==> src/binary_element_format_converter_core_defines.svh <==
// Assertion macros for the converter's RTL; befc_queue is the file that uses them.
// Define ASSERT_OFF to compile every assertion away.
`ifndef BINARY_ELEMENT_FORMAT_CONVERTER_CORE_DEFINES_SVH
`define BINARY_ELEMENT_FORMAT_CONVERTER_CORE_DEFINES_SVH

`ifndef ASSERT_OFF
// Property checked on every rising clk_i edge outside reset.
`define BEFC_ASSERT(label, prop, msg) \
  label: assert property (@(posedge clk_i) disable iff (!rst_ni) (prop)) else $error(msg);
// Condition that must never be seen outside reset.
`define BEFC_ASSERT_NEVER(label, cond, msg) \
  label: assert property (@(posedge clk_i) disable iff (!rst_ni) !(cond)) else $error(msg);
`else
`define BEFC_ASSERT(label, prop, msg)
`define BEFC_ASSERT_NEVER(label, cond, msg)
`endif

`endif

==> src/befc_pkg.sv <==
// Shared types, constants and helper functions of the element converter.
// No dependencies; every module of the block imports this package.
package befc_pkg;

  localparam int unsigned MaxSourceBytesDefault = 16;
  localparam int unsigned QueueDepthDefault     = 2;
  localparam int unsigned SwapMaxBytes          = 8;
  // Holds any element size, which the 5-bit source size field limits to 31 bytes.
  localparam int unsigned SizeW                 = 6;
  localparam int unsigned CfgIdxW               = 3;
  localparam int unsigned CfgDataW              = 5;

  typedef enum logic [1:0] {
    MODE_PASS   = 2'd0,
    MODE_SWAP   = 2'd1,
    MODE_RESIZE = 2'd2,
    MODE_BOOL   = 2'd3
  } mode_e;

  typedef enum logic [CfgIdxW-1:0] {
    CFG_MODE          = 3'd0,
    CFG_LITTLE_ENDIAN = 3'd1,
    CFG_SOURCE_BYTES  = 3'd2,
    CFG_DEST_SIZE     = 3'd3,
    CFG_DEST_UNSIGNED = 3'd4
  } cfg_idx_e;

  typedef struct packed {
    mode_e       mode;
    logic        little;
    logic [4:0]  src_bytes;
    logic [1:0]  dsize;
    logic        uns;
  } cfg_t;

  localparam cfg_t CfgReset = '{
    mode:      MODE_PASS,
    little:    1'b1,
    src_bytes: 5'd4,
    dsize:     2'd2,
    uns:       1'b0
  };

  // One assembled element handed from the front to the back.
  typedef struct packed {
    logic [63:0]      assembled;
    logic [SizeW-1:0] nbytes;
    logic             sign;
    logic             nonzero;
    logic             last;
  } elem_t;

  // Mask covering the low 'bytes' bytes of a 64-bit word.
  function automatic logic [63:0] low_mask(input logic [SizeW-1:0] bytes);
    logic [63:0] m;
    m = '0;
    for (int i = 0; i < 8; i++) begin
      m[8*i +: 8] = (bytes > SizeW'(i)) ? 8'hFF : 8'h00;
    end
    return m;
  endfunction

endpackage

==> src/befc_front.sv <==
// Front end: takes source bytes, tracks the element size and assembles each
// element, then pushes it to the queue. Depends on befc_pkg.
module befc_front #(
  parameter int unsigned MAX_SOURCE_BYTES = befc_pkg::MaxSourceBytesDefault
) (
  input  logic           clk_i,
  input  logic           rst_ni,
  input  befc_pkg::cfg_t cfg_i,
  input  logic           in_valid_i,
  output logic           in_ready_o,
  input  logic [7:0]     in_byte_i,
  input  logic           in_end_i,
  input  logic           q_full_i,
  output logic           push_o,
  output befc_pkg::elem_t push_elem_o
);
  import befc_pkg::*;

  localparam int unsigned CntW = $clog2(MAX_SOURCE_BYTES + 1);

  logic [CntW-1:0]  cnt_q, cnt_d, cnt_inc;
  logic [63:0]      asm_q, asm_d, asm_nx;
  logic             sign_q, sign_d, sign_nx;
  logic             nz_q, nz_d, nz_nx;
  logic [SizeW-1:0] sb_ext, nbytes;
  logic             little, accept, complete;

  // Effective element size: zero reads as one, large sizes saturate, and
  // pass or swap modes stop at eight bytes.
  always_comb begin
    sb_ext = SizeW'(cfg_i.src_bytes);
    nbytes = sb_ext;
    if (sb_ext == '0) nbytes = SizeW'(1);
    if (nbytes > SizeW'(MAX_SOURCE_BYTES)) nbytes = SizeW'(MAX_SOURCE_BYTES);
    if ((cfg_i.mode == MODE_PASS || cfg_i.mode == MODE_SWAP) &&
        nbytes > SizeW'(SwapMaxBytes)) begin
      nbytes = SizeW'(SwapMaxBytes);
    end
  end

  // A byte order change in the middle of an element leaves shifted bytes in
  // the word, so the little-endian path merges into what is already there.
  always_comb begin
    little = (cfg_i.mode == MODE_PASS) ? 1'b1 :
             (cfg_i.mode == MODE_SWAP) ? 1'b0 : cfg_i.little;
    asm_nx  = asm_q;
    sign_nx = sign_q;
    if (little) begin
      for (int i = 0; i < 8; i++) begin
        if (cnt_q == CntW'(i)) asm_nx[8*i +: 8] = asm_q[8*i +: 8] | in_byte_i;
      end
      sign_nx = in_byte_i[7];
    end else begin
      asm_nx = {asm_q[55:0], in_byte_i};
      if (cnt_q == '0) sign_nx = in_byte_i[7];
    end
    nz_nx    = nz_q | (in_byte_i != 8'h00);
    cnt_inc  = cnt_q + CntW'(1);
    complete = (SizeW'(cnt_inc) >= nbytes);
  end

  assign in_ready_o = !q_full_i;
  assign accept     = in_valid_i && in_ready_o;
  assign push_o     = accept && complete;

  assign push_elem_o = '{
    assembled: asm_nx,
    nbytes:    nbytes,
    sign:      sign_nx,
    nonzero:   nz_nx,
    last:      in_end_i
  };

  always_comb begin
    cnt_d  = cnt_q;
    asm_d  = asm_q;
    sign_d = sign_q;
    nz_d   = nz_q;
    if (accept) begin
      if (complete || in_end_i) begin
        cnt_d  = '0;
        asm_d  = '0;
        sign_d = 1'b0;
        nz_d   = 1'b0;
      end else begin
        cnt_d  = cnt_inc;
        asm_d  = asm_nx;
        sign_d = sign_nx;
        nz_d   = nz_nx;
      end
    end
  end

  always_ff @(posedge clk_i or negedge rst_ni) begin
    if (!rst_ni) begin
      cnt_q  <= '0;
      asm_q  <= '0;
      sign_q <= 1'b0;
      nz_q   <= 1'b0;
    end else begin
      cnt_q  <= cnt_d;
      asm_q  <= asm_d;
      sign_q <= sign_d;
      nz_q   <= nz_d;
    end
  end

endmodule

==> src/befc_queue.sv <==
// Short register queue of assembled elements between front and back.
// Depends on befc_pkg and the assertion macros of the defines header.
`include "binary_element_format_converter_core_defines.svh"
module befc_queue #(
  parameter int unsigned DEPTH = befc_pkg::QueueDepthDefault
) (
  input  logic            clk_i,
  input  logic            rst_ni,
  input  logic            push_i,
  input  befc_pkg::elem_t push_elem_i,
  output logic            full_o,
  input  logic            pop_i,
  output logic            valid_o,
  output befc_pkg::elem_t head_o
);
  import befc_pkg::*;

  localparam int unsigned PtrW = (DEPTH > 1) ? $clog2(DEPTH) : 1;
  localparam int unsigned CntW = $clog2(DEPTH + 1);

  elem_t           mem_q [DEPTH];
  logic [PtrW-1:0] wptr_q, wptr_d, rptr_q, rptr_d;
  logic [CntW-1:0] cnt_q, cnt_d;
  logic            do_push, do_pop;

  assign full_o  = (cnt_q == CntW'(DEPTH));
  assign valid_o = (cnt_q != '0);
  assign head_o  = mem_q[rptr_q];
  assign do_push = push_i && !full_o;
  assign do_pop  = pop_i && valid_o;

  always_comb begin
    wptr_d = wptr_q;
    rptr_d = rptr_q;
    cnt_d  = cnt_q;
    if (do_push) wptr_d = (wptr_q == PtrW'(DEPTH - 1)) ? '0 : wptr_q + PtrW'(1);
    if (do_pop)  rptr_d = (rptr_q == PtrW'(DEPTH - 1)) ? '0 : rptr_q + PtrW'(1);
    if (do_push && !do_pop) cnt_d = cnt_q + CntW'(1);
    if (do_pop && !do_push) cnt_d = cnt_q - CntW'(1);
  end

  always_ff @(posedge clk_i) begin
    if (do_push) mem_q[wptr_q] <= push_elem_i;
  end

  always_ff @(posedge clk_i or negedge rst_ni) begin
    if (!rst_ni) begin
      wptr_q <= '0;
      rptr_q <= '0;
      cnt_q  <= '0;
    end else begin
      wptr_q <= wptr_d;
      rptr_q <= rptr_d;
      cnt_q  <= cnt_d;
    end
  end

  `BEFC_ASSERT_NEVER(a_cnt_bound, cnt_q > CntW'(DEPTH), "queue count beyond depth")
  `BEFC_ASSERT_NEVER(a_push_full, push_i && full_o, "element pushed into a full queue")
  `BEFC_ASSERT(a_cnt_grow, (do_push && !do_pop) |=> (cnt_q == $past(cnt_q) + CntW'(1)), "queue count did not grow on push")

endmodule

==> src/befc_back.sv <==
// Back end: turns a queued element into its result and holds it in the
// output register until taken. Depends on befc_pkg.
module befc_back (
  input  logic            clk_i,
  input  logic            rst_ni,
  input  befc_pkg::cfg_t  cfg_i,
  input  logic            q_valid_i,
  input  befc_pkg::elem_t q_head_i,
  output logic            pop_o,
  output logic            out_valid_o,
  input  logic            out_ready_i,
  output logic [63:0]     out_value_o,
  output logic            out_last_o
);
  import befc_pkg::*;

  logic             valid_q, valid_d;
  logic [63:0]      value_q, value_d, src_mask;
  logic             last_q;
  logic [SizeW-1:0] dbytes;

  assign pop_o   = q_valid_i && (!valid_q || out_ready_i);
  assign valid_d = pop_o || (valid_q && !out_ready_i);

  always_comb begin
    src_mask = low_mask(q_head_i.nbytes);
    dbytes   = SizeW'(1) << cfg_i.dsize;
    unique case (cfg_i.mode)
      MODE_PASS, MODE_SWAP: value_d = q_head_i.assembled & src_mask;
      MODE_RESIZE: begin
        value_d = q_head_i.assembled;
        // Sign extension only where the source is narrower than the result.
        if (!cfg_i.uns && (q_head_i.nbytes < dbytes) && q_head_i.sign) begin
          value_d = value_d | ~src_mask;
        end
        value_d = value_d & low_mask(dbytes);
      end
      MODE_BOOL: value_d = {63'd0, q_head_i.nonzero};
      default:   value_d = '0;
    endcase
  end

  always_ff @(posedge clk_i) begin
    if (pop_o) begin
      value_q <= value_d;
      last_q  <= q_head_i.last;
    end
  end

  always_ff @(posedge clk_i or negedge rst_ni) begin
    if (!rst_ni) begin
      valid_q <= 1'b0;
    end else begin
      valid_q <= valid_d;
    end
  end

  assign out_valid_o = valid_q;
  assign out_value_o = value_q;
  assign out_last_o  = last_q;

endmodule

==> src/binary_element_format_converter_core.sv <==
// Top level of the binary element format converter: configuration registers,
// front end, element queue and back end. Depends on befc_pkg and all befc_* modules.
//
//   Channel   Direction  Beat contents
//   s_axis    in         tdata[7:0] source byte, tlast marks the array's last byte
//   m_axis    out        tdata[63:0] converted element, tlast marks the array's end
//   cfg       in         write enable, register index, write data; no read-back
//
// The block takes one source byte in every cycle while the element queue has
// room, so the sustained rate is one byte per cycle, set by the single byte
// assembly register in the front end. A result appears on m_axis once the
// beat that completes its element has entered the queue and the back end has
// registered it. A stalled m_axis fills the queue and then drops s_axis_tready;
// the input side resumes as soon as the queue count shows room.
// Reset clears the element state, the queue pointers and the output valid, and
// loads the configuration defaults; there is no clearing pass.
module binary_element_format_converter_core #(
  parameter int unsigned MAX_SOURCE_BYTES = befc_pkg::MaxSourceBytesDefault,
  parameter int unsigned QUEUE_DEPTH      = befc_pkg::QueueDepthDefault
) (
  input  logic                          clk_i,
  input  logic                          rst_ni,
  // Configuration write port.
  input  logic                          cfg_we_i,
  input  logic [befc_pkg::CfgIdxW-1:0]  cfg_idx_i,
  input  logic [befc_pkg::CfgDataW-1:0] cfg_wdata_i,
  // Source byte stream.
  input  logic                          s_axis_tvalid,
  output logic                          s_axis_tready,
  input  logic [7:0]                    s_axis_tdata,  // [7:0] data_byte
  input  logic                          s_axis_tlast,  // array_end
  // Converted element stream.
  output logic                          m_axis_tvalid,
  input  logic                          m_axis_tready,
  output logic [63:0]                   m_axis_tdata,  // [63:0] value
  output logic                          m_axis_tlast   // last
);
  import befc_pkg::*;

  cfg_t  cfg_q, cfg_d;
  elem_t push_elem, head_elem;
  logic  push, q_full, q_valid, pop;

  // Configuration writes land at once; writes to unknown indexes are dropped.
  always_comb begin
    cfg_d = cfg_q;
    if (cfg_we_i) begin
      unique case (cfg_idx_i)
        CFG_MODE:          cfg_d.mode      = mode_e'(cfg_wdata_i[1:0]);
        CFG_LITTLE_ENDIAN: cfg_d.little    = cfg_wdata_i[0];
        CFG_SOURCE_BYTES:  cfg_d.src_bytes = cfg_wdata_i[4:0];
        CFG_DEST_SIZE:     cfg_d.dsize     = cfg_wdata_i[1:0];
        CFG_DEST_UNSIGNED: cfg_d.uns       = cfg_wdata_i[0];
        default:           cfg_d           = cfg_q;
      endcase
    end
  end

  always_ff @(posedge clk_i or negedge rst_ni) begin
    if (!rst_ni) begin
      cfg_q <= CfgReset;
    end else begin
      cfg_q <= cfg_d;
    end
  end

  // The front end assembles bytes into elements.
  befc_front #(
    .MAX_SOURCE_BYTES(MAX_SOURCE_BYTES)
  ) u_front (
    .clk_i      (clk_i),
    .rst_ni     (rst_ni),
    .cfg_i      (cfg_q),
    .in_valid_i (s_axis_tvalid),
    .in_ready_o (s_axis_tready),
    .in_byte_i  (s_axis_tdata),
    .in_end_i   (s_axis_tlast),
    .q_full_i   (q_full),
    .push_o     (push),
    .push_elem_o(push_elem)
  );

  // The queue lets the front keep taking bytes while a result waits.
  befc_queue #(
    .DEPTH(QUEUE_DEPTH)
  ) u_queue (
    .clk_i      (clk_i),
    .rst_ni     (rst_ni),
    .push_i     (push),
    .push_elem_i(push_elem),
    .full_o     (q_full),
    .pop_i      (pop),
    .valid_o    (q_valid),
    .head_o     (head_elem)
  );

  // The back end converts and registers each result.
  befc_back u_back (
    .clk_i      (clk_i),
    .rst_ni     (rst_ni),
    .cfg_i      (cfg_q),
    .q_valid_i  (q_valid),
    .q_head_i   (head_elem),
    .pop_o      (pop),
    .out_valid_o(m_axis_tvalid),
    .out_ready_i(m_axis_tready),
    .out_value_o(m_axis_tdata),
    .out_last_o (m_axis_tlast)
  );

endmodule

==> config.mk <==
export PLATFORM = sky130hd
export DESIGN_NAME = binary_element_format_converter_core
export DESIGN_NICKNAME = d
export VERILOG_FILES = /design/src/befc_pkg.sv /design/src/befc_front.sv /design/src/befc_queue.sv /design/src/befc_back.sv /design/src/binary_element_format_converter_core.sv
export VERILOG_INCLUDE_DIRS = /design/src /design/src/src
export SDC_FILE = /design/constraint.sdc
export NUM_CORES = 1
export LEC_CHECK = 0
export BUFFER_PORTS_ARGS = -buffer_cell sky130_fd_sc_hd__buf_2
export CAP_MARGIN = 20
export CELL_PAD_IN_SITES_DETAIL_PLACEMENT = 1
export CELL_PAD_IN_SITES_GLOBAL_PLACEMENT = 1
export CORE_ASPECT_RATIO = 1.75
export CORE_MARGIN = 2
export CORE_UTILIZATION = 46
export CTS_CLUSTER_SIZE = 30
export DETAILED_ROUTE_END_ITERATION = 7
export PLACE_DENSITY = 0.75
export SETUP_SLACK_MARGIN = 0.4
export SYNTH_ARGS = -nofsm -noshare
export SYNTH_HDL_FRONTEND = slang
export SYNTH_HIERARCHICAL = 1
export SYNTH_SLANG_ARGS = --single-unit
==> constraint.sdc <==
create_clock -name clk_i -period 5.4 [get_ports clk_i]
set_input_delay 1.08 -clock clk_i [delete_from_list [all_inputs] [get_ports clk_i]]
set_output_delay 1.08 -clock clk_i [all_outputs]
set_load 0.03 [all_outputs]
==> impl_metrics.env <==
export IMPL_diodes=0
export IMPL_grt_pass1_vias=8447
export IMPL_cts_tree="done"
export IMPL_yosys_top_cells_count="edfxtp_1, dfrtp_1, nand2_1, a22o_1, mux2_4"
export IMPL_row_count=82
export IMPL_ir_drop_v=0.000348
export IMPL_die_h_um=230
export IMPL_max_clock_freq_mhz=266
export IMPL_drtPass1Iterations=5
export IMPL_netlist_area_um2=13500
export IMPL_hold_buffers=0
export IMPL_finalHoldViolations=0
export IMPL_synth_distinct_cells=57
export IMPL_io_buffers=88
export IMPL_max_slew_margin=0.315
export IMPL_routedWlPerCell_um=23.2
export IMPL_ant_nets=0
export IMPL_io_pins=89
export IMPL_cts_made_buffers=26
export IMPL_avgSynthCellArea_um2=14.9
export IMPL_gp_congestion=0.824
export IMPL_drt_vias_per_instance=5.72
export IMPL_ys_flop_type="edfxtp_1"
export IMPL_die_w_um=133
export IMPL_crit_path_start_kind="flip-flop"
export IMPL_ff_latch_area_um2=8520
export IMPL_yosys_area_top_type="edfxtp_1"
export IMPL_overflow=0
export IMPL_status="finished, final reports clean"
export IMPL_path_class="flip-flop to flip-flop"
export IMPL_hold_class="flip-flop to flip-flop"
export IMPL_multi_input_area_um2=4560
export IMPL_critical_path_slowest_cell="buf_4"
export IMPL_clk_latency_ns=0.56
export IMPL_seq_power_share=0.426
export IMPL_clkPwrFrac=0.238
export IMPL_synthTopCellsByArea="edfxtp_1, dfrtp_1, mux2_4, a22o_1, o21ai_2"
export IMPL_synth_edf_count=211
export IMPL_syn_to_final_growth_pct=11.5
export IMPL_crit_chain="ha_1 > nand3_1 > xnor2_1 > ha_1 > nand3_1 > nor2_1 > a211oi_1 > nor2_1 > nand2_1 > nor2_4 > buf_4"
export IMPL_drc_errors=0
export IMPL_worstSetupEndpointType="flip-flop"
export IMPL_placed_area_um2=14100
export IMPL_post_route_period_util=0.695
export IMPL_synth_top_area_frac=0.470
export IMPL_crit_fanout=65
export IMPL_skew_ns=0.0229
export IMPL_ys_seq_area_frac=0.632
export IMPL_worstMarginPinSlew_ns=1.01
export IMPL_yosysWarnings=6
export IMPL_drv_slew=0
export IMPL_core_area_um2=28700
export IMPL_fin_area_um2=15000
export IMPL_rrSetupSlack_ns=1.65
export IMPL_worst_slack_ns=1.65
export IMPL_cts_setup_buffers=0
export IMPL_initial_core_util=0.469
export IMPL_yosysMostFrequentCell="edfxtp_1"
export IMPL_grt_max_degree=115
export IMPL_cts_sinks=298
export IMPL_power_frac_comb=0.336
export IMPL_path_clk_slew_ns=0.07
export IMPL_p_sw_frac=0.353
export IMPL_synth_nets=937
export IMPL_worstPathRequired_ns=5.58
export IMPL_fillers=2857
export IMPL_rsz0062_at_grt="no"
export IMPL_crit_path_max_incr_delay_ns=0.72
export IMPL_cts_max_level=1
export IMPL_wl_um=31900
export IMPL_final_nets=1007
export IMPL_cts_buffer_depth=3
export IMPL_drv_cap=0
export IMPL_p_int_mw=5.17
export IMPL_ys_seq_elements=298
export IMPL_fin_util=0.523
export IMPL_hpwl_um=21100
export IMPL_dp_slack_ns=1.69
export IMPL_arrival_ns=3.93
export IMPL_syn_inst=902
export IMPL_finalSetupViolCount=0
export IMPL_power_density_nw_per_um2=532
export IMPL_totalPowerFinal_mw=7.99
export IMPL_drive_above_1_share=0.323
export IMPL_vias=7835
export IMPL_grt_pass1_wl_um=49200
export IMPL_drt_iter0_markers=428
export IMPL_finalCriticalPeriod_ns=3.75
export IMPL_root_buffer="clkbuf_16"
export IMPL_die_area_um2=30700
export IMPL_setup_tns_ns=0
export IMPL_leakage_nw=6.15
export IMPL_async_reset_ff_frac=0.292
export IMPL_grt_use_total=0.209
export IMPL_antenna_found_initial=0
export IMPL_cts_resized=0
export IMPL_p_switching_mw=2.82
## flip-flops by register name (all words and copies together) (netlist names)
register	count
u_front/cnt_q	5
u_front/sign_q	1
u_queue/mem_q	146
u_front/asm_q	64
u_front/nz_q	1
u_queue/wptr_q	1
u_back/out_value_o	64
cfg_q	11
u_queue/cnt_q	2
u_back/out_last_o	1
u_queue/rptr_q	1
u_back/out_valid_o	1
## kinds of logic after synthesis
group / Yosys count / share of synthesized area
multiplexers: 88 / 0.0920
AND/OR/NAND/NOR: 149 / 0.0693
buffers and inverters: 70 / 0.0324
other: 1 / 0.000278
AO/OA/AOI/OAI: 275 / 0.157
adder cells (fa/ha/maj): 13 / 0.0121
XOR/XNOR: 8 / 0.00520
flip-flops: 298 / 0.632
## power groups by stage
stage / logic [mW] / registers, mW / clock network [mW]
6_report: 2.68 / 3.40 / 1.90
5_1_grt: 2.87 / 3.46 / 2.02
4_1_cts: 2.72 / 3.41 / 1.95
3_5_place_dp: 2.70 / 3.45 / 0
3_3_place_gp: 2.64 / 3.43 / 0
2_1_floorplan: 1.68 / 3.80 / 0
## cell type report
cell class,instances,share of cell area
Clock inverter,13,0.00800
Tap cell,378,0.0315
Multi-Input combinational cell,534,0.304
Timing Repair Buffer,102,0.0373
Sequential cell,298,0.567
Clock buffer,35,0.0496
Inverter,10,0.00250
## metal layers
| layer | part of all wire | global-route usage | up-vias | wire (um) |
|---|---|---|---|---|
| met5 | 0 | 0 | - | 0 |
| met4 | 0.032 | 0.0798 | 0 | 1030 |
| li1 | - | - | 3589 | - |
| met3 | 0.033 | 0.0248 | 53 | 1040 |
| met1 | 0.37 | 0.237 | 4023 | 11900 |
| met2 | 0.56 | 0.396 | 170 | 17900 |
## per-stage QoR
stage          hold WS [ns]  cells
2_1_floorplan         0.449    902
3_3_place_gp          0.458   1321
3_5_place_dp          0.471   1321
4_1_cts               0.487   1369
5_1_grt               0.508   1370
6_report              0.490   1370
## cells in the final DEF (no fill, tap or decap), types with 3 or more instances in the layout
cell / instances
o21ai_2: 59
buf_2: 87
inv_1: 10
nor3_1: 4
clkinv_2: 5
nand3_1: 7
clkinv_1: 3
o21ai_1: 6
nor4b_4: 6
nor2_1: 6
nor2b_1: 4
clkbuf_16: 27
o21ai_0: 6
nand2b_1: 8
clkbuf_8: 4
mux2_4: 66
dfstp_2: 3
mux2_2: 19
buf_4: 13
edfxtp_1: 211
xor2_1: 3
a21oi_1: 62
a22o_1: 76
a21o_1: 54
nor4bb_2: 3
xnor2_1: 5
ha_1: 13
nand2_1: 81
nor4bb_1: 3
clkbuf_1: 4
nor4_4: 3
dfrtp_1: 83
nand3b_1: 3
o21a_1: 4
## worst max-delay path: cells and delay by family, from the launching register on
kind,cells,cell delay (ns)
buf+inv,1,0.72
flops,1,0.47
compound gates,1,0.06
simple gates,6,1.01
xor+xnor,1,0.20
fa+ha+maj,2,0.77
## path summary, 6_finish.rpt
path	startpoint	end	cells after the start
setup / recovery	u_front/cnt_q[0]	u_queue/mem_q[0][57]	11
hold / removal	u_front/sign_q	u_front/sign_q	1
setup reg to reg	u_front/cnt_q[0]	u_queue/mem_q[0][57]	11
hold reg to reg	u_front/sign_q	u_front/sign_q	1
max in group asynchronous	rst_ni	u_front/asm_q[12]	2
min in group asynchronous	rst_ni	cfg_q[7]	1
Note: power is estimated with default switching activity, not from simulation.
